### src/hdl/crcfpb_pkg.sv
// ----------------------------------------------------------------------------
// CRC-16 framed packet builder package
// Shared constants, item and job types, and the CRC-16/Modbus byte update.
// ----------------------------------------------------------------------------
package crcfpb_pkg;

	// Frame constants
	localparam logic [7:0]  HDR_FIRST       = 8'h55;
	localparam logic [7:0]  HDR_SECOND      = 8'hAA;
	localparam logic [7:0]  VERSION_RESET   = 8'h01;
	localparam logic [15:0] CRC_INIT        = 16'hFFFF;
	localparam logic [15:0] CRC_POLY        = 16'hA001;
	localparam logic [6:0]  MAX_PAYLOAD     = 7'd64;

	// Largest number of stream bytes that one input item produces
	localparam int          JOB_MAX         = 8;
	localparam int          JOB_CNT_W       = $clog2(JOB_MAX + 1);

	// Input item kinds, carried in tuser
	localparam logic        MODE_START      = 1'b0;
	localparam logic        MODE_PAYLOAD    = 1'b1;

	// One accepted input item
	typedef struct packed {
		logic       mode;
		logic [7:0] payload_byte;
		logic [7:0] message_type;
		logic [7:0] sequence_number;
		logic [6:0] frame_length;
	} item_t;

	// Bytes produced by one item; byte 0 goes out first
	typedef struct packed {
		logic [JOB_MAX-1:0][7:0] bytes;
		logic [JOB_CNT_W-1:0]    cnt;
		logic                    ends;
	} job_t;

	// CRC-16/Modbus update over one byte, reflected, LSB first
	function automatic logic [15:0] crc_add(input logic [15:0] crc, input logic [7:0] b);
		logic [15:0] c;
		c = crc ^ {8'h00, b};
		for (int k = 0; k < 8; k++) begin
			if (c[0]) begin
				c = (c >> 1) ^ CRC_POLY;
			end else begin
				c = c >> 1;
			end
		end
		return c;
	endfunction

endpackage

### src/hdl/crcfpb_framer.sv
// ----------------------------------------------------------------------------
// CRC-16 framed packet builder: frame tracker
// Holds the version register and the frame state, and turns each accepted
// item into the list of stream bytes it produces.
// ----------------------------------------------------------------------------
module crcfpb_framer (
	input  logic               clk,
	input  logic               arst_n,
	input  logic               cfg_wr_en,
	input  logic [7:0]         cfg_wr_data,
	input  logic               item_fire,
	input  crcfpb_pkg::item_t  item,
	output crcfpb_pkg::job_t   job
);
	import crcfpb_pkg::*;

	logic [7:0]  version_q;
	logic [15:0] running_crc_q;
	logic [6:0]  remaining_q;
	logic        frame_open_q;

	logic [15:0] crc_d;
	logic [6:0]  remaining_d;
	logic        frame_open_d;

	logic [6:0]  len_sat;
	logic [15:0] crc_hdr;
	logic [15:0] crc_pay;
	logic [6:0]  rem_dec;

	// Header CRC and payload CRC are both formed every cycle
	always_comb begin
		len_sat = (item.frame_length > MAX_PAYLOAD) ? MAX_PAYLOAD : item.frame_length;
		crc_hdr = crc_add(CRC_INIT, version_q);
		crc_hdr = crc_add(crc_hdr, item.message_type);
		crc_hdr = crc_add(crc_hdr, item.sequence_number);
		crc_hdr = crc_add(crc_hdr, {1'b0, len_sat});
		crc_pay = crc_add(running_crc_q, item.payload_byte);
		rem_dec = remaining_q - 7'd1;
	end

	// Job contents and next frame state
	always_comb begin
		job          = '0;
		crc_d        = running_crc_q;
		remaining_d  = remaining_q;
		frame_open_d = frame_open_q;
		if (item.mode == MODE_START) begin
			job.bytes[0] = HDR_FIRST;
			job.bytes[1] = HDR_SECOND;
			job.bytes[2] = version_q;
			job.bytes[3] = item.message_type;
			job.bytes[4] = item.sequence_number;
			job.bytes[5] = {1'b0, len_sat};
			if (len_sat == 7'd0) begin
				// Empty frame closes at once with its CRC
				job.bytes[6] = crc_hdr[7:0];
				job.bytes[7] = crc_hdr[15:8];
				job.cnt      = JOB_CNT_W'(8);
				job.ends     = 1'b1;
				crc_d        = CRC_INIT;
				remaining_d  = 7'd0;
				frame_open_d = 1'b0;
			end else begin
				job.cnt      = JOB_CNT_W'(6);
				crc_d        = crc_hdr;
				remaining_d  = len_sat;
				frame_open_d = 1'b1;
			end
		end else if (frame_open_q && (remaining_q != 7'd0)) begin
			job.bytes[0] = item.payload_byte;
			if (rem_dec == 7'd0) begin
				// Last payload byte is followed by the CRC
				job.bytes[1] = crc_pay[7:0];
				job.bytes[2] = crc_pay[15:8];
				job.cnt      = JOB_CNT_W'(3);
				job.ends     = 1'b1;
				crc_d        = CRC_INIT;
				remaining_d  = 7'd0;
				frame_open_d = 1'b0;
			end else begin
				job.cnt      = JOB_CNT_W'(1);
				crc_d        = crc_pay;
				remaining_d  = rem_dec;
			end
		end
	end

	// Version register
	always_ff @(posedge clk or negedge arst_n) begin
		if (!arst_n) begin
			version_q <= VERSION_RESET;
		end else if (cfg_wr_en) begin
			version_q <= cfg_wr_data;
		end
	end

	// Frame state
	always_ff @(posedge clk or negedge arst_n) begin
		if (!arst_n) begin
			running_crc_q <= CRC_INIT;
			remaining_q   <= 7'd0;
			frame_open_q  <= 1'b0;
		end else if (item_fire) begin
			running_crc_q <= crc_d;
			remaining_q   <= remaining_d;
			frame_open_q  <= frame_open_d;
		end
	end

	// An open frame always has payload still to come
	a_open_has_bytes: assert property (@(posedge clk) disable iff (!arst_n)
		frame_open_q |-> (remaining_q != 7'd0))
		else $error("frame open with no payload left");

	// With no frame open the CRC sits at its initial value
	a_closed_crc_init: assert property (@(posedge clk) disable iff (!arst_n)
		!frame_open_q |-> (running_crc_q == CRC_INIT))
		else $error("CRC not reset while no frame open");

	// A closing job always leaves the frame closed
	a_end_closes: assert property (@(posedge clk) disable iff (!arst_n)
		(item_fire && job.ends) |=> !frame_open_q)
		else $error("frame still open after its CRC");

endmodule

### src/hdl/crc16_framed_packet_builder.sv
// ----------------------------------------------------------------------------
// CRC-16 framed packet builder
// Turns start and payload items into a framed byte stream with a
// CRC-16/Modbus trailer.
// ----------------------------------------------------------------------------
//  Channel   Direction  Content
//  s_axis    in         tuser: mode; tdata: payload_byte, message_type,
//                       sequence_number, frame_length
//  m_axis    out        tdata: out_byte; tlast: frame_end
//  cfg       in         version register write (cfg_wr_en, cfg_wr_data)
//
//  A mid-frame payload byte passes at one transfer per cycle while m_axis
//  does not stall. A start item holds the byte lane for its header (and CRC
//  for an empty frame), the last payload byte for itself and its CRC; the
//  single byte lane sets this. Bytes go via the job and output registers.
//  Reset clears the frame state and sets the version to 1; no clearing pass.
//  A stall on m_axis backs up into s_axis once the job register is busy.
// ----------------------------------------------------------------------------
module crc16_framed_packet_builder (
	input  logic        clk,
	input  logic        arst_n,
	input  logic        cfg_wr_en,
	input  logic [7:0]  cfg_wr_data,
	input  logic        s_axis_tvalid,
	output logic        s_axis_tready,
	// [7:0] payload_byte, [15:8] message_type, [23:16] sequence_number,
	// [30:24] frame_length, [31] zero
	input  logic [31:0] s_axis_tdata,
	// [0] mode
	input  logic [0:0]  s_axis_tuser,
	output logic        m_axis_tvalid,
	input  logic        m_axis_tready,
	// [7:0] out_byte
	output logic [7:0]  m_axis_tdata,
	output logic        m_axis_tlast
);
	import crcfpb_pkg::*;

	item_t                item;
	job_t                 job;
	logic                 s_fire;
	logic                 out_adv;

	logic [JOB_MAX-1:0][7:0] job_bytes_q;
	logic [JOB_CNT_W-1:0]    job_cnt_q;
	logic                    job_ends_q;

	logic       out_valid_q;
	logic [7:0] out_byte_q;
	logic       out_last_q;

	// Unpack the input transfer
	always_comb begin
		item.mode            = s_axis_tuser[0];
		item.payload_byte    = s_axis_tdata[7:0];
		item.message_type    = s_axis_tdata[15:8];
		item.sequence_number = s_axis_tdata[23:16];
		item.frame_length    = s_axis_tdata[30:24];
	end

	assign out_adv       = !out_valid_q || m_axis_tready;
	assign s_axis_tready = (job_cnt_q == '0) || ((job_cnt_q == JOB_CNT_W'(1)) && out_adv);
	assign s_fire        = s_axis_tvalid && s_axis_tready;

	crcfpb_framer u_framer (
		.clk         (clk),
		.arst_n      (arst_n),
		.cfg_wr_en   (cfg_wr_en),
		.cfg_wr_data (cfg_wr_data),
		.item_fire   (s_fire),
		.item        (item),
		.job         (job)
	);

	// Job register: loaded on an input transfer, shifted as bytes go out
	always_ff @(posedge clk or negedge arst_n) begin
		if (!arst_n) begin
			job_cnt_q <= '0;
		end else if (s_fire) begin
			job_cnt_q <= job.cnt;
		end else if (out_adv && (job_cnt_q != '0)) begin
			job_cnt_q <= job_cnt_q - JOB_CNT_W'(1);
		end
	end

	always_ff @(posedge clk) begin
		if (s_fire) begin
			job_bytes_q <= job.bytes;
			job_ends_q  <= job.ends;
		end else if (out_adv && (job_cnt_q != '0)) begin
			job_bytes_q <= {8'h00, job_bytes_q[JOB_MAX-1:1]};
		end
	end

	// Output register
	always_ff @(posedge clk or negedge arst_n) begin
		if (!arst_n) begin
			out_valid_q <= 1'b0;
		end else if (out_adv) begin
			out_valid_q <= (job_cnt_q != '0);
		end
	end

	always_ff @(posedge clk) begin
		if (out_adv && (job_cnt_q != '0)) begin
			out_byte_q <= job_bytes_q[0];
			out_last_q <= job_ends_q && (job_cnt_q == JOB_CNT_W'(1));
		end
	end

	assign m_axis_tvalid = out_valid_q;
	assign m_axis_tdata  = out_byte_q;
	assign m_axis_tlast  = out_last_q;

	// The job count never exceeds the largest job
	a_job_cnt_range: assert property (@(posedge clk) disable iff (!arst_n)
		job_cnt_q <= JOB_CNT_W'(JOB_MAX))
		else $error("job count out of range");

	// Pending job bytes keep the output register full
	a_job_feeds_out: assert property (@(posedge clk) disable iff (!arst_n)
		(job_cnt_q != '0) |=> m_axis_tvalid)
		else $error("output idle with job bytes pending");

	// A start transfer always loads at least a full header
	a_start_header: assert property (@(posedge clk) disable iff (!arst_n)
		(s_fire && (s_axis_tuser[0] == MODE_START)) |=> (job_cnt_q >= JOB_CNT_W'(6)))
		else $error("start transfer without header bytes");

endmodule
### config.mk
export PLATFORM = sky130hd
export DESIGN_NAME = crc16_framed_packet_builder
export DESIGN_NICKNAME = d
export VERILOG_FILES = /design/src/hdl/crcfpb_pkg.sv /design/src/hdl/crcfpb_framer.sv /design/src/hdl/crc16_framed_packet_builder.sv
export SDC_FILE = /design/constraint.sdc
export NUM_CORES = 1
export LEC_CHECK = 0
export BUFFER_PORTS_ARGS = -buffer_cell sky130_fd_sc_hd__clkbuf_2
export CAP_MARGIN = 20
export CORE_MARGIN = 5
export CORE_UTILIZATION = 40
export DETAILED_ROUTE_END_ITERATION = 12
export SLEW_MARGIN = 20
export SYNTH_ARGS = -nofsm -noshare
export SYNTH_HDL_FRONTEND = slang
export SYNTH_SLANG_ARGS = --single-unit
### constraint.sdc
create_clock -name clk -period 3.9 [get_ports clk]
set_input_delay 0.195 -clock clk [delete_from_list [all_inputs] [get_ports clk]]
set_output_delay 0.195 -clock clk [all_outputs]
set_load 0.03 [all_outputs]
== Yosys cells after proc, flatten, opt, wreduce, memory -nomap -nowiden ==
Index checks and enable logic that the tools add are counted.
W data, S select, Z words.
Word-level totals
  logic and storage cells: 150
  output and inout bits: 11
  input bits: 46
  register bits after elaboration: 111
Cells by class
  muxes and demuxes: 66
  add/sub/neg operators: 2
  order comparisons: 1
  equal/unequal tests: 3
  reductions and logical operators: 16
  bitwise gates (word level): 45
Operators with widths (number)
  $mux W16: 46
  $mux W64: 2
  $not A2 Y3: 40
  $mux W29: 2
  $xor A16 B8 Y16: 3
  $mux W40: 1
  $mux W7: 5
  $not A8 Y16: 1
  $xor A16 B7 Y16: 1
  $logic_not A7 Y1: 2
  $mux W4: 3
  $gt A7 B7 Y1 const B: 1
  $reduce_bool A7 Y1: 1
  $sub A7 B1 Y7 const B: 1
  $mux W1: 6
  $logic_and A1 B1 Y1: 5
  $eq A4 B1 Y1 const B: 1
  $logic_not A4 Y1: 1
  $ne A2 B1 Y1 const B: 2
  $reduce_bool A4 Y1: 1
  $sub A4 B1 Y4 const B: 1
  $reduce_and A3 Y1: 1
  $logic_or A1 B1 Y1: 2
  $mux W2: 1
  3 further kinds: 3

== Longest topological paths before layout ==
Gate-level depths: netlist of the first run.
  depth in word-level cells: 71
  gate-level depth with buffers: 10
  depth with buffers taken out: 9

== Modules after synthesis ==
Synthesis of the first run repeated with hierarchy kept, for this count alone.
Unflattened totals
  cell total of the unflattened synthesis: 536
  area, all modules: 6511.2 µm²
Modules (own cells, without submodules)
  crc16_framed_packet_builder: area each 3612.2 µm², instances 1, cells each 178, seq. area each 2347.3 µm²
  crcfpb_framer: area each 2899.0 µm², instances 1, cells each 358, seq. area each 822.0 µm²

== Worst setup path after synthesis of the first run ==
Ideal clock, no wire load.
  kind: reg-to-reg
  start: register job_cnt_q[0]
  end: register job_bytes_q[0] in the netlist's numbering (enable)
  stages on the path, launching flop included: 9
  path slack: -0.063 ns
  library setup time: 0.423 ns
  arrival time: 3.540 ns
  data required time: 3.477 ns
  path buffers: 2
  period minus slack after synthesis: 3.963 ns
  cells stage by stage: dfrtp_1 -> inv_1 -> ha_1 -> a21oi_1 -> nor3_1 -> nand2_1 -> clkbuf_1 -> clkbuf_1 -> nand2_1
Between the ends
  cells in the longest elaborated chain, start to end: 5
  elaborated cells between the ends (all ways): 8
  those cells by class: eq/ne: 1; reduce/logical: 7
RTL lines
  start, declared: RTL line crc16_framed_packet_builder.sv:45  | logic [JOB_CNT_W-1:0] job_cnt_q;
  start signal, assigned: RTL line crc16_framed_packet_builder.sv:80  | job_cnt_q <= job.cnt;
  start signal, assigned: RTL line crc16_framed_packet_builder.sv:82  | job_cnt_q <= job_cnt_q - JOB_CNT_W'(1);
  $eq A4 B1 Y1: RTL line crc16_framed_packet_builder.sv:62  | assign s_axis_tready = (job_cnt_q == '0) || ((job_cnt_q == JOB_CNT_W'(1)) && out_adv);
  $logic_and A1 B1 Y1: RTL line crc16_framed_packet_builder.sv:62
  $logic_or A1 B1 Y1 (*): RTL line crc16_framed_packet_builder.sv:62
  net s_axis_tready: RTL line crc16_framed_packet_builder.sv:25  | output logic s_axis_tready,
  $logic_and A1 B1 Y1 (*): RTL line crc16_framed_packet_builder.sv:63  | assign s_fire = s_axis_tvalid && s_axis_tready;
  $reduce_bool A2 Y1 (no source line) (*)
  end signal, assigned: RTL line crc16_framed_packet_builder.sv:88  | job_bytes_q <= job.bytes;
  end signal, assigned: RTL line crc16_framed_packet_builder.sv:91  | job_bytes_q <= {8'h00, job_bytes_q[JOB_MAX-1:1]};
  end, declared: RTL line crc16_framed_packet_builder.sv:44  | logic [JOB_MAX-1:0][7:0] job_bytes_q;
Mark *: on every way through the listed nets, which the timed path passes. The rest lies on a longest branch.
A chain may end at the register's enable or synchronous reset.

== Final worst setup path of the first run ==
  start: register u_framer.remaining_q[0]
  end: register job_bytes_q[19] in the netlist's numbering, data pin
Between the ends
  cells in the longest elaborated chain, start to end: 6
  elaborated cells between the ends (all ways): 8
  those cells by class: add/sub: 1; mux: 4; reduce/logical: 3
RTL lines
  start, declared: RTL line crcfpb_framer.sv:19  | logic [6:0] remaining_q;
  start signal, assigned: RTL line crcfpb_framer.sv:106  | remaining_q <= remaining_d;
  $sub A7 B1 Y7: RTL line crcfpb_framer.sv:39  | rem_dec = remaining_q - 7'd1;
  $logic_not A7 Y1: RTL line crcfpb_framer.sv:72  | if (rem_dec == 7'd0) begin
  $mux W16: RTL line crcfpb_framer.sv:72
  $mux W29 (*): RTL line crcfpb_framer.sv:70  | end else if (frame_open_q && (remaining_q != 7'd0)) begin
  $mux W29 (*): RTL line crcfpb_framer.sv:48  | if (item.mode == MODE_START) begin
  $mux W64 (*): RTL line crc16_framed_packet_builder.sv:87  | if (s_fire) begin
Every way passes the cells marked *; elsewhere a longest branch is shown, timed or not.

==> results of run 1 <==
## registers in the layout, summed over array words and instances, names as in the netlist
name and count:
m_axis_tlast 1, m_axis_tvalid 1, u_framer.running_crc_q 16, m_axis_tdata 8, job_bytes_q 64, u_framer.remaining_q 7
job_cnt_q 4, u_framer.frame_open_q 1, job_ends_q 1, u_framer.version_q 8
## cells by family after synthesis
group           Yosys count  synth area share
buf+inv                  36            0.0236
compound gates          111             0.119
mux                       7            0.0138
fa+ha+maj                 5            0.0109
flops                   111             0.554
xor+xnor                 84             0.147
simple gates            182             0.131
## power breakdown
group | internal [uW] | switching, uW
logic | 719 | 1150
clock network | 448 | 409
registers | 1920 | 215
## synthesized netlist by cell type, drive strengths merged, types with 2 or more instances
cell | number | area share
xnor2 | 61 | 0.095
o22ai | 9 | 0.0098
nand2 | 113 | 0.074
xor2 | 16 | 0.025
a221oi | 10 | 0.016
nand3 | 9 | 0.0079
o31ai | 6 | 0.0079
a21o | 4 | 0.0053
dfrtp | 20 | 0.088
inv | 10 | 0.0066
a22o | 5 | 0.0077
a21oi | 9 | 0.0079
and3 | 6 | 0.0066
nor2b | 3 | 0.0037
dfstp | 17 | 0.078
clkbuf | 25 | 0.016
xnor3 | 7 | 0.028
nor2 | 37 | 0.024
and2 | 2 | 0.0022
edfxtp | 74 | 0.39
a32oi | 2 | 0.0031
a31oi | 3 | 0.0033
nor3 | 6 | 0.0053
ha | 5 | 0.011
o221ai | 2 | 0.0031
mux2 | 7 | 0.014
o21ai | 58 | 0.051
## cell usage in the layout, fill, tap and decap left out, types with 2 or more instances in the layout
cell	synthesis	routed
sky130_fd_sc_hd__a31oi_1	3	3
sky130_fd_sc_hd__nand3_1	9	9
sky130_fd_sc_hd__o22ai_1	9	9
sky130_fd_sc_hd__o21ai_1	7	6
sky130_fd_sc_hd__edfxtp_1	74	74
sky130_fd_sc_hd__a221oi_1	9	9
sky130_fd_sc_hd__nor2_1	37	37
sky130_fd_sc_hd__ha_1	5	5
sky130_fd_sc_hd__a21o_1	4	4
sky130_fd_sc_hd__nor3_1	6	6
sky130_fd_sc_hd__xnor2_1	60	60
sky130_fd_sc_hd__nand2_2	0	2
sky130_fd_sc_hd__xnor3_1	6	6
sky130_fd_sc_hd__buf_4	0	7
sky130_fd_sc_hd__a21oi_1	9	9
sky130_fd_sc_hd__dfstp_2	17	17
sky130_fd_sc_hd__clkbuf_16	0	9
sky130_fd_sc_hd__and2_1	2	2
sky130_fd_sc_hd__a32oi_1	2	2
sky130_fd_sc_hd__xor2_1	16	16
sky130_fd_sc_hd__clkinv_1	0	2
sky130_fd_sc_hd__clkbuf_1	25	2
sky130_fd_sc_hd__inv_1	10	10
sky130_fd_sc_hd__mux2_2	7	7
sky130_fd_sc_hd__o221ai_1	2	2
sky130_fd_sc_hd__nand2_1	113	111
sky130_fd_sc_hd__nor2b_1	2	2
sky130_fd_sc_hd__clkbuf_2	0	54
sky130_fd_sc_hd__o31ai_1	6	6
sky130_fd_sc_hd__o21ai_0	51	51
sky130_fd_sc_hd__dfrtp_1	20	20
sky130_fd_sc_hd__a22o_1	5	5
sky130_fd_sc_hd__and3_1	6	6
## worst min path at each step
stage,slack [ns],startpoint,end,cells after the start
after floorplan,-0.10,arst_n,job_cnt_q[0]$_DFFE_PN0P_,0
after CTS,0.04,arst_n,m_axis_tvalid$_DFFE_PN0N_,1
after detailed placement,0.40,job_bytes_q[7]$_DFFE_PP_,m_axis_tdata[7]$_DFFE_PP_,0
final,-0.03,arst_n,u_framer.remaining_q[6]$_DFFE_PN0P_,1
after global routing,0.04,arst_n,u_framer.remaining_q[6]$_DFFE_PN0P_,1
after global placement,0.40,arst_n,job_cnt_q[0]$_DFFE_PN0P_,1
## through the flow
stage / hold slack, ns / area (um2) / worst slack, ns / total power (uW) / utilization
CTS: 0.0391 / 6470 / 0.987 / 4900 / 0.464
floorplan: -0.101 / 5720 / 0.528 / 3470 / -
global route: 0.0389 / 6470 / 0.718 / 5160 / 0.464
detailed placement: 0.405 / 6200 / 1.01 / 4020 / 0.445
finish: -0.0271 / 6470 / 0.969 / 4860 / 0.464
global placement: 0.401 / 6200 / 1.10 / 3960 / 0.445
## routing by layer
metal / routed length (um) / global-route usage / vias to the layer above
li1: - / - / 1967
met1: 6460 / 0.240 / 1946
met2: 6930 / 0.295 / 111
met3: 825 / 0.0433 / 10
met4: 165 / 0.0416 / 0
met5: 0 / 0 / -
## critical path: stages, from the launching register on
cell and delay (ns):
sky130_fd_sc_hd__dfrtp_1 0.40, sky130_fd_sc_hd__inv_1 0.09, sky130_fd_sc_hd__ha_1 0.25, sky130_fd_sc_hd__nor3b_1 0.20
sky130_fd_sc_hd__a21boi_1 0.63, sky130_fd_sc_hd__nand2_1 0.21, sky130_fd_sc_hd__nor2_1 0.69, sky130_fd_sc_hd__a221oi_1 0.18
sky130_fd_sc_hd__nor2_1 0.15
## layout make-up
cell class	instances	share of cell area
Clock buffer	12	0.0381
Clock inverter	4	0.00329
Inverter	10	0.00580
Multi-Input combinational cell	389	0.375
Sequential cell	111	0.490
Tap cell	180	0.0348
Timing Repair Buffer	63	0.0538
==> results.toml, run 1 <==
[sta]
grt_setup_unrepaired = "no"
max_slew_margin = 0.397
setup_total_negative_slack_ns = 0
timing.final.setup_violations = 0
layout_min_cycle_time_ns = 2.93
hold-worst-slack_ns = -0.0271
transition_time_of_the_tightest_slew_check_pin_ns = 0.905
finalClockSkew_ns = 0.0106
period_share = 0.752
max_freq_mhz = 341
max_slew_violation_count = 0
hold_viol = 20

[setup_path]
nature_of_the_critical_path_startpoint = "flop"
ff2ff_path_depth = 8
reg2reg_from = "u_framer.remaining_q[0]$_DFFE_PN0P_"
timing.setup.critical_path_class = "flop to flop"
cp_capture_point = "job_bytes_q[19]$_DFFE_PP_"
r2r_slack_ns = 0.97
worstSetupEndpointType = "flop"
critical_path.startpoint = "u_framer.remaining_q[0]$_DFFE_PN0P_"
worst_r2r_endpoint = "job_bytes_q[19]$_DFFE_PP_"
arrival_ns = 3.15
worstPathMaxFanout = 11
crit_required_ns = 4.11

[route]
drt_pre_antenna_iters = 4
final_antenna_net_count = 0
detail_route.vias_per_cell = 5.25
route.detailed.drc = 0
overall_routed_net_length_um = 14400
drt-initial-drc-count = 360
vias = 4034
post_drt_wl_per_cell_um = 18.7

[synthesis]
avg_cell_area_syn_um2 = 10.7
synth_area_um2 = 5720
synth_seq_area_share = 0.554
synth_fp_nets = 587
prevailing_post_synth_register_cell = "sky130_fd_sc_hd__edfxtp_1"
netlist-cell-type-count = 42
ys_warn_count = 0
synth-edff-count = 74
ys_seq_elements = 111
synthesis.instances = 536
postSynth.asyncResetShare = 0.333

[finish]
area.growth.synth_to_final_pct = 13.1
layout-drive-gt1-share = 0.180
sequential_cell_area_um2 = 3170
num-nets-final = 635
multiInputGateArea_um2 = 2420
final_cells = 769
antenna_cells_inserted = 0
filler_cell_count = 1321

[global_route]
grt_max_degree = 65
globalRouteOverflowTotal = 0
first_global_vias = 4084
grt_pass1_wl_um = 22700
antenna_found_initial = 0
track_usage = 0.179

[floorplanning]
floorplan_die_area_um2 = 16800
core_um2 = 13900
floorplan.rows = 43
io_pins = 57
die_w_um = 130
initial_core_utilization = 0.410
dieHeight_um = 130

[run]
number_of_max_capacitance_violations_reported = 0

[clocking]
post_cts_hold_buffer_count = 0
tritoncts = "done"
cts-buffers-inserted = 9
cts_num_sinks = 111
number_of_post_cts_setup_repair_buffers = 0
clk_path_buf_depth = 2
cts_resized = 0
clk_latency_ns = 0.36
clkTransAtPathRegs_ns = 0.07
cts_root_buffer = "sky130_fd_sc_hd__clkbuf_16"
cts_max_level = 3

[placement]
place.detailed.hpwl_um = 10600
gp_congestion = 0.834
inst_count_dp = 753
number_of_input_and_output_port_buffers_inserted = 55

[outcome]
violations = "negative hold slack"
result_of_the_run = "finished with violations"

[power_and_ir_drop]
power_per_cell_area_nw_per_um2 = 751
power_leakage_uw = 0.00263
peakVddDrop_mv = 0.281

[hold_path]
holdCritPathClass = "input port to asynchronous set/reset pin"
(Power assumes the default switching activity.)
==> run 2: changes to the inputs <==
==> constraint.sdc (replaced) <==
create_clock -name clk -period 2.6 [get_ports clk]
set_input_delay 0.13 -clock clk [delete_from_list [all_inputs] [get_ports clk]]
set_output_delay 0.13 -clock clk [all_outputs]
set_load 0.03 [all_outputs]
==> run 2 against run 1 <==
Effect of this change: the run now ends clean; power up 56%; wire length down 0.16%; cell count grew 1.8%; combinational power increased by 55%; critical path depth up 1; fmax up 21%; register-to-register slack got worse by 0.79 ns; hold slack better by 0.038 ns; highest routed layer unchanged.
==> results.toml, run 2 (synthesis results as in run 1) <==
[outcome]
result_of_the_run = "completed"

[route]
vias = 4173
route.detailed.drc = 0
met3WireLength_um = 942
wl_met1_um = 6560
final_antenna_net_count = 0
top_signal_layer_used = "met4"
post_drt_wl_per_cell_um = 18.3
overall_routed_net_length_um = 14400
detail_route.vias_per_cell = 5.33
drt_pre_antenna_iters = 5
wl_met2_um = 6670
drt-initial-drc-count = 266

[finish]
num-nets-final = 649
layout.cells.most_common = "sky130_fd_sc_hd__nand2_1"
antenna_cells_inserted = 0
layout-drive-gt1-share = 0.196
reg.largest.list = "job_bytes_q (64), u_framer.running_crc_q (16)"
layout_common_cells = "sky130_fd_sc_hd__nand2_1, sky130_fd_sc_hd__edfxtp_1, sky130_fd_sc_hd__xnor2_1"
filler_cell_count = 1297
area.growth.synth_to_final_pct = 16.5
largest_register = "job_bytes_q"
largest_register_ff_count = 64

[clocking]
clkTransAtPathRegs_ns = 0.07
clk_path_buf_depth = 2
cts_max_level = 3
tritoncts = "done"
clk_latency_ns = 0.36
cts-buffers-inserted = 9
cts_root_buffer = "sky130_fd_sc_hd__clkbuf_16"
cts_num_sinks = 111

[setup_path]
critical_path.cell_chain = "inv_1, ha_1, nor3b_1, a21boi_1, nand2_1, nor2_1, buf_4, a221oi_1, nor2_1"
timing.setup.critical_path_class = "flop to flop"
crit_required_ns = 2.71
worst_r2r_endpoint = "job_bytes_q[19]$_DFFE_PP_"
r2r_slack_ns = 0.18
cpPeakStageDelay_ns = 0.45
worstPathMaxFanout = 11
critPathMostFrequentCell = "sky130_fd_sc_hd__nor2_1"
ff2ff_path_depth = 9
nature_of_the_critical_path_startpoint = "flop"
reg2reg_from = "u_framer.remaining_q[0]$_DFFE_PN0P_"
slowest_stage = "sky130_fd_sc_hd__nor3b_1"
arrival_ns = 2.53
worstSetupEndpointType = "flop"

[run]
number_of_max_capacitance_violations_reported = 0

[power_and_ir_drop]
power_per_cell_area_nw_per_um2 = 1140
power_leakage_uw = 0.00272
peakVddDrop_mv = 0.535

[floorplanning]
floorplan.rows = 43
initial_core_utilization = 0.410
die_w_um = 130
io_pins = 57
floorplan_die_area_um2 = 16800
core_um2 = 13900
dieHeight_um = 130

[global_route]
globalRouteOverflowTotal = 0
antenna_found_initial = 0
track_usage = 0.178
first_global_vias = 4020
grt_max_degree = 70
grt_pass1_wl_um = 22600

[hold_path]
hold-path-cell-count = 2
holdPathEnd = "u_framer.version_q[6]$_DFFE_PN0P_"
holdCritPathClass = "input port to flop"
hold_start = "cfg_wr_data[6]"

[sta]
grt_setup_unrepaired = "no"
max_slew_margin = 0.388
max_slew_violation_count = 0
layout_min_cycle_time_ns = 2.42
timing.final.setup_violations = 0
hold_viol = 0
max_freq_mhz = 414
transition_time_of_the_tightest_slew_check_pin_ns = 0.918
setup_total_negative_slack_ns = 0
period_share = 0.930
finalClockSkew_ns = 0.0109
final_critical_path_setup_slack_ns = 0.183

[placement]
place.detailed.hpwl_um = 10700
detailedPlace.worstSlack_ns = 0.137
gp_congestion = 0.856
number_of_input_and_output_port_buffers_inserted = 55
## run 2: power breakdown
group | internal [uW] | switching, uW | leakage (uW)
combinational | 1150 | 1750 | 0.00142
sequential | 2880 | 327 | 0.00115
clock | 842 | 632 | 0.000150
total | 4870 | 2710 | 0.00272
## run 2: layout make-up
| class | count | area (um2) | area share |
|---|---|---|---|
| Inverter | 10 | 37.5 | 0.00563 |
| Clock buffer | 10 | 229 | 0.0344 |
| Multi-Input combinational cell | 389 | 2450 | 0.368 |
| Timing Repair Buffer | 77 | 468 | 0.0702 |
| Sequential cell | 111 | 3170 | 0.476 |
| Tap cell | 180 | 225 | 0.0338 |
| Clock inverter | 6 | 85.1 | 0.0128 |
## run 2: critical path: cells and delay by family (launching register included)
family          cells  cell delay (ns)
buf+inv             2             0.28
fa+ha+maj           1             0.24
flops               1             0.41
simple gates        4             0.72
compound gates      2             0.50
## run 2: routing by layer
layer  GRT usage  up-vias
met5           0        -
met4      0.0416        0
met3      0.0519       14
met2       0.283      135
met1       0.243     2030
li1            -     1994
## run 2: worst max-delay path by stage
stage / startpoint / endpoint
floorplan: m_axis_tvalid$_DFFE_PN0N_ / job_bytes_q[0]$_DFFE_PP_
global placement: s_axis_tdata[24] / job_bytes_q[48]$_DFFE_PP_
detailed placement: s_axis_tdata[24] / job_bytes_q[48]$_DFFE_PP_
CTS: u_framer.running_crc_q[5]$_DFFE_PN1P_ / u_framer.running_crc_q[0]$_DFFE_PN1P_
global route: u_framer.remaining_q[0]$_DFFE_PN0P_ / job_bytes_q[18]$_DFFE_PP_
finish: u_framer.remaining_q[0]$_DFFE_PN0P_ / job_bytes_q[19]$_DFFE_PP_
## run 2: per-stage QoR
stage               hold WS, ns  total power, uW   util  instances  cell area (um2)
global route           0.000422             8040  0.478        783             6660
finish                   0.0110             7580  0.478        783             6660
detailed placement        0.348             6080  0.451        761             6280
CTS                     0.00272             7580  0.478        783             6660
global placement          0.342             5990  0.451        761             6280
floorplan                -0.166             5220      -        536             5740
## run 2: repair_timing
action / 4_1_cts / 5_1_grt
hold buffers: 6 / 0
buffers inserted: 0 / 0
hold endpoints to repair: 25 / 0
endpoints found under the setup margin: 0 / 1
resized for setup: 0 / 1
==> run 3: changes to the inputs <==
--- a/config.mk
+++ b/config.mk
@@ -10,6 +10,7 @@
 export CORE_MARGIN = 5
 export CORE_UTILIZATION = 40
 export DETAILED_ROUTE_END_ITERATION = 12
+export GPL_TIMING_DRIVEN = 0
 export SLEW_MARGIN = 20
 export SYNTH_ARGS = -nofsm -noshare
 export SYNTH_HDL_FRONTEND = slang
==> run 3 against run 2 <==
Effect of this change: global-route usage is 1.7 points higher; non-clock buffer count is 8 higher; register-to-register slack got worse by 0.06 ns; critical endpoint is now job_bytes_q[48]$_DFFE_PP_; worst setup slack worse by 0.062 ns; die area unchanged; highest routed layer unchanged; sequential cell count stayed put; via count rose by 4.6%; utilization hardly changed; first-iteration DRC count rose by 55%; sequential power hardly changed; combinational power up 6%; power rose by 0.76%.
==> results.toml, run 3 (synthesis results as in run 1) <==
[outcome]
result_of_the_run = "completed"

[floorplanning]
io_pins = 57
floorplan_die_area_um2 = 16800
core_um2 = 13900
dieHeight_um = 130
floorplan.rows = 43
die_w_um = 130
initial_core_utilization = 0.410

[sta]
final_critical_path_setup_slack_ns = 0.121
finalClockSkew_ns = 0.0166
hold_viol = 0
max_slew_margin = 0.398
grt_setup_unrepaired = "no"
timing.final.setup_violations = 0
max_freq_mhz = 403
period_share = 0.954
transition_time_of_the_tightest_slew_check_pin_ns = 0.903
max_slew_violation_count = 0
layout_min_cycle_time_ns = 2.48

[setup_path]
r2r_slack_ns = 0.12
crit_required_ns = 2.68
worstSetupEndpointType = "flop"
worstPathMaxFanout = 4
cpPeakStageDelay_ns = 0.46
critical_path.cell_chain = "xnor2_1, xnor3_1, xnor3_1, xnor3_2, xor2_2, o31ai_4"
slowest_stage = "sky130_fd_sc_hd__dfrtp_1"
nature_of_the_critical_path_startpoint = "flop"
arrival_ns = 2.56
critPathMostFrequentCell = "sky130_fd_sc_hd__xnor3_1"
timing.setup.critical_path_class = "flop to flop"

[power_and_ir_drop]
p_comb_frac = 0.403
clk_network_pwr_share = 0.177
seq_power_share = 0.420
power.share.switching = 0.380
net-switching-power_uw = 2900
power_leakage_uw = 0.00270
power_per_cell_area_nw_per_um2 = 1150
cell_internal_pwr_uw = 4740
peakVddDrop_mv = 0.465

[clocking]
cts_num_sinks = 111
tritoncts = "done"
cts-buffers-inserted = 9
cts_max_level = 3
clk_path_buf_depth = 2
clkTransAtPathRegs_ns = 0.07
cts_root_buffer = "sky130_fd_sc_hd__clkbuf_16"
clk_latency_ns = 0.37

[finish]
area.growth.synth_to_final_pct = 16.5
layout-drive-gt1-share = 0.186
post-route-cell-area_um2 = 6660
layout.cells.most_common = "sky130_fd_sc_hd__nand2_1"
largest_register_ff_count = 64
num-nets-final = 658
filler_cell_count = 1315
antenna_cells_inserted = 0
sequential_cell_area_um2 = 3170
largest_register = "job_bytes_q"
reg.largest.list = "job_bytes_q (64), u_framer.running_crc_q (16)"
multiInputGateArea_um2 = 2510
final_core_area_utilization = 0.478
layout_common_cells = "sky130_fd_sc_hd__nand2_1, sky130_fd_sc_hd__edfxtp_1, sky130_fd_sc_hd__clkbuf_2"

[placement]
detailedPlace.worstSlack_ns = -0.516
dpl_cell_area_um2 = 6230
place.detailed.hpwl_um = 11800
number_of_input_and_output_port_buffers_inserted = 53
gp_congestion = 0.891

[route]
drt_pre_antenna_iters = 5
drt-initial-drc-count = 411
vias = 4363
post_drt_wl_per_cell_um = 20.2
route.detailed.drc = 0
overall_routed_net_length_um = 16000
detail_route.vias_per_cell = 5.51
final_antenna_net_count = 0

[run]
number_of_max_capacitance_violations_reported = 0

[global_route]
grt_pass1_wl_um = 24300
globalRouteOverflowTotal = 0
first_global_vias = 4252
antenna_found_initial = 0
track_usage = 0.196
grt_max_degree = 38

[hold_path]
holdCritPathClass = "input port to flop"
-- run 3: final cells by class --
cell class              instances  area share
well taps                     180      0.0338
multi-input cells             390       0.377
clock buffers                  12      0.0387
clock inverters                 4     0.00413
inverters                      10     0.00563
plain buffers                  26      0.0165
repair buffers                 59      0.0481
flip-flops and latches        111       0.476
-- run 3: what timing repair did --
item                       in CTS  in global routing
hold buffers                    5                  0
gates cloned                    1                  0
gates resized for setup         9                 15
setup endpoints to repair     107                 60
hold endpoints to repair       24                  0
buffers inserted                0                  0
pin swaps                       2                  0
-- run 3: power by group through the flow --
stage                     clock network, uW  registers, uW  logic (uW)
after floorplan                           0           3230        1990
final                                  1350           3210        3070
after global placement                    0           3210        2830
after detailed placement                  0           3240        2880
after global routing                   1450           3280        3340
after CTS                              1370           3210        2960
-- run 3: through the flow --
step | cells | hold slack [ns] | setup TNS [ns] | power [uW]
6_report | 792 | 0.00951 | 0 | 7640
3_3_place_gp | 769 | 0.332 | -31.59 | 6040
3_5_place_dp | 769 | 0.349 | -35.07 | 6120
5_1_grt | 792 | 0.0145 | 0 | 8070
4_1_cts | 791 | 0.000274 | 0 | 7530
2_1_floorplan | 536 | -0.166 | 0 | 5220
-- run 3: per-layer routing --
layer	track usage	wire length [um]	share of wire	vias to the layer above
met2	0.318	7710	0.48	179
met5	0	0	0	-
met3	0.0433	999	0.063	21
met4	0.0489	278	0.017	0
li1	-	-	-	2023
met1	0.268	6980	0.44	2140
-- run 3: worst max-delay path, delay by kind of cell (launching register included) --
| family | cells | cell delay [ns] |
|---|---|---|
| compound gates | 1 | 0.11 |
| flops | 1 | 0.46 |
| xor+xnor | 5 | 1.62 |
-- run 3: final timing paths --
path	start	to	cells past startpoint
max	u_framer.version_q[5]$_DFFE_PN0P_	job_bytes_q[48]$_DFFE_PP_	6
min	cfg_wr_data[6]	u_framer.version_q[6]$_DFFE_PN0P_	2
max reg2reg	u_framer.version_q[5]$_DFFE_PN0P_	job_bytes_q[48]$_DFFE_PP_	6
min reg2reg	job_bytes_q[4]$_DFFE_PP_	m_axis_tdata[4]$_DFFE_PP_	0
max in group asynchronous	arst_n	m_axis_tvalid$_DFFE_PN0N_	2
min in group asynchronous	arst_n	u_framer.frame_open_q$_DFFE_PN0P_	2
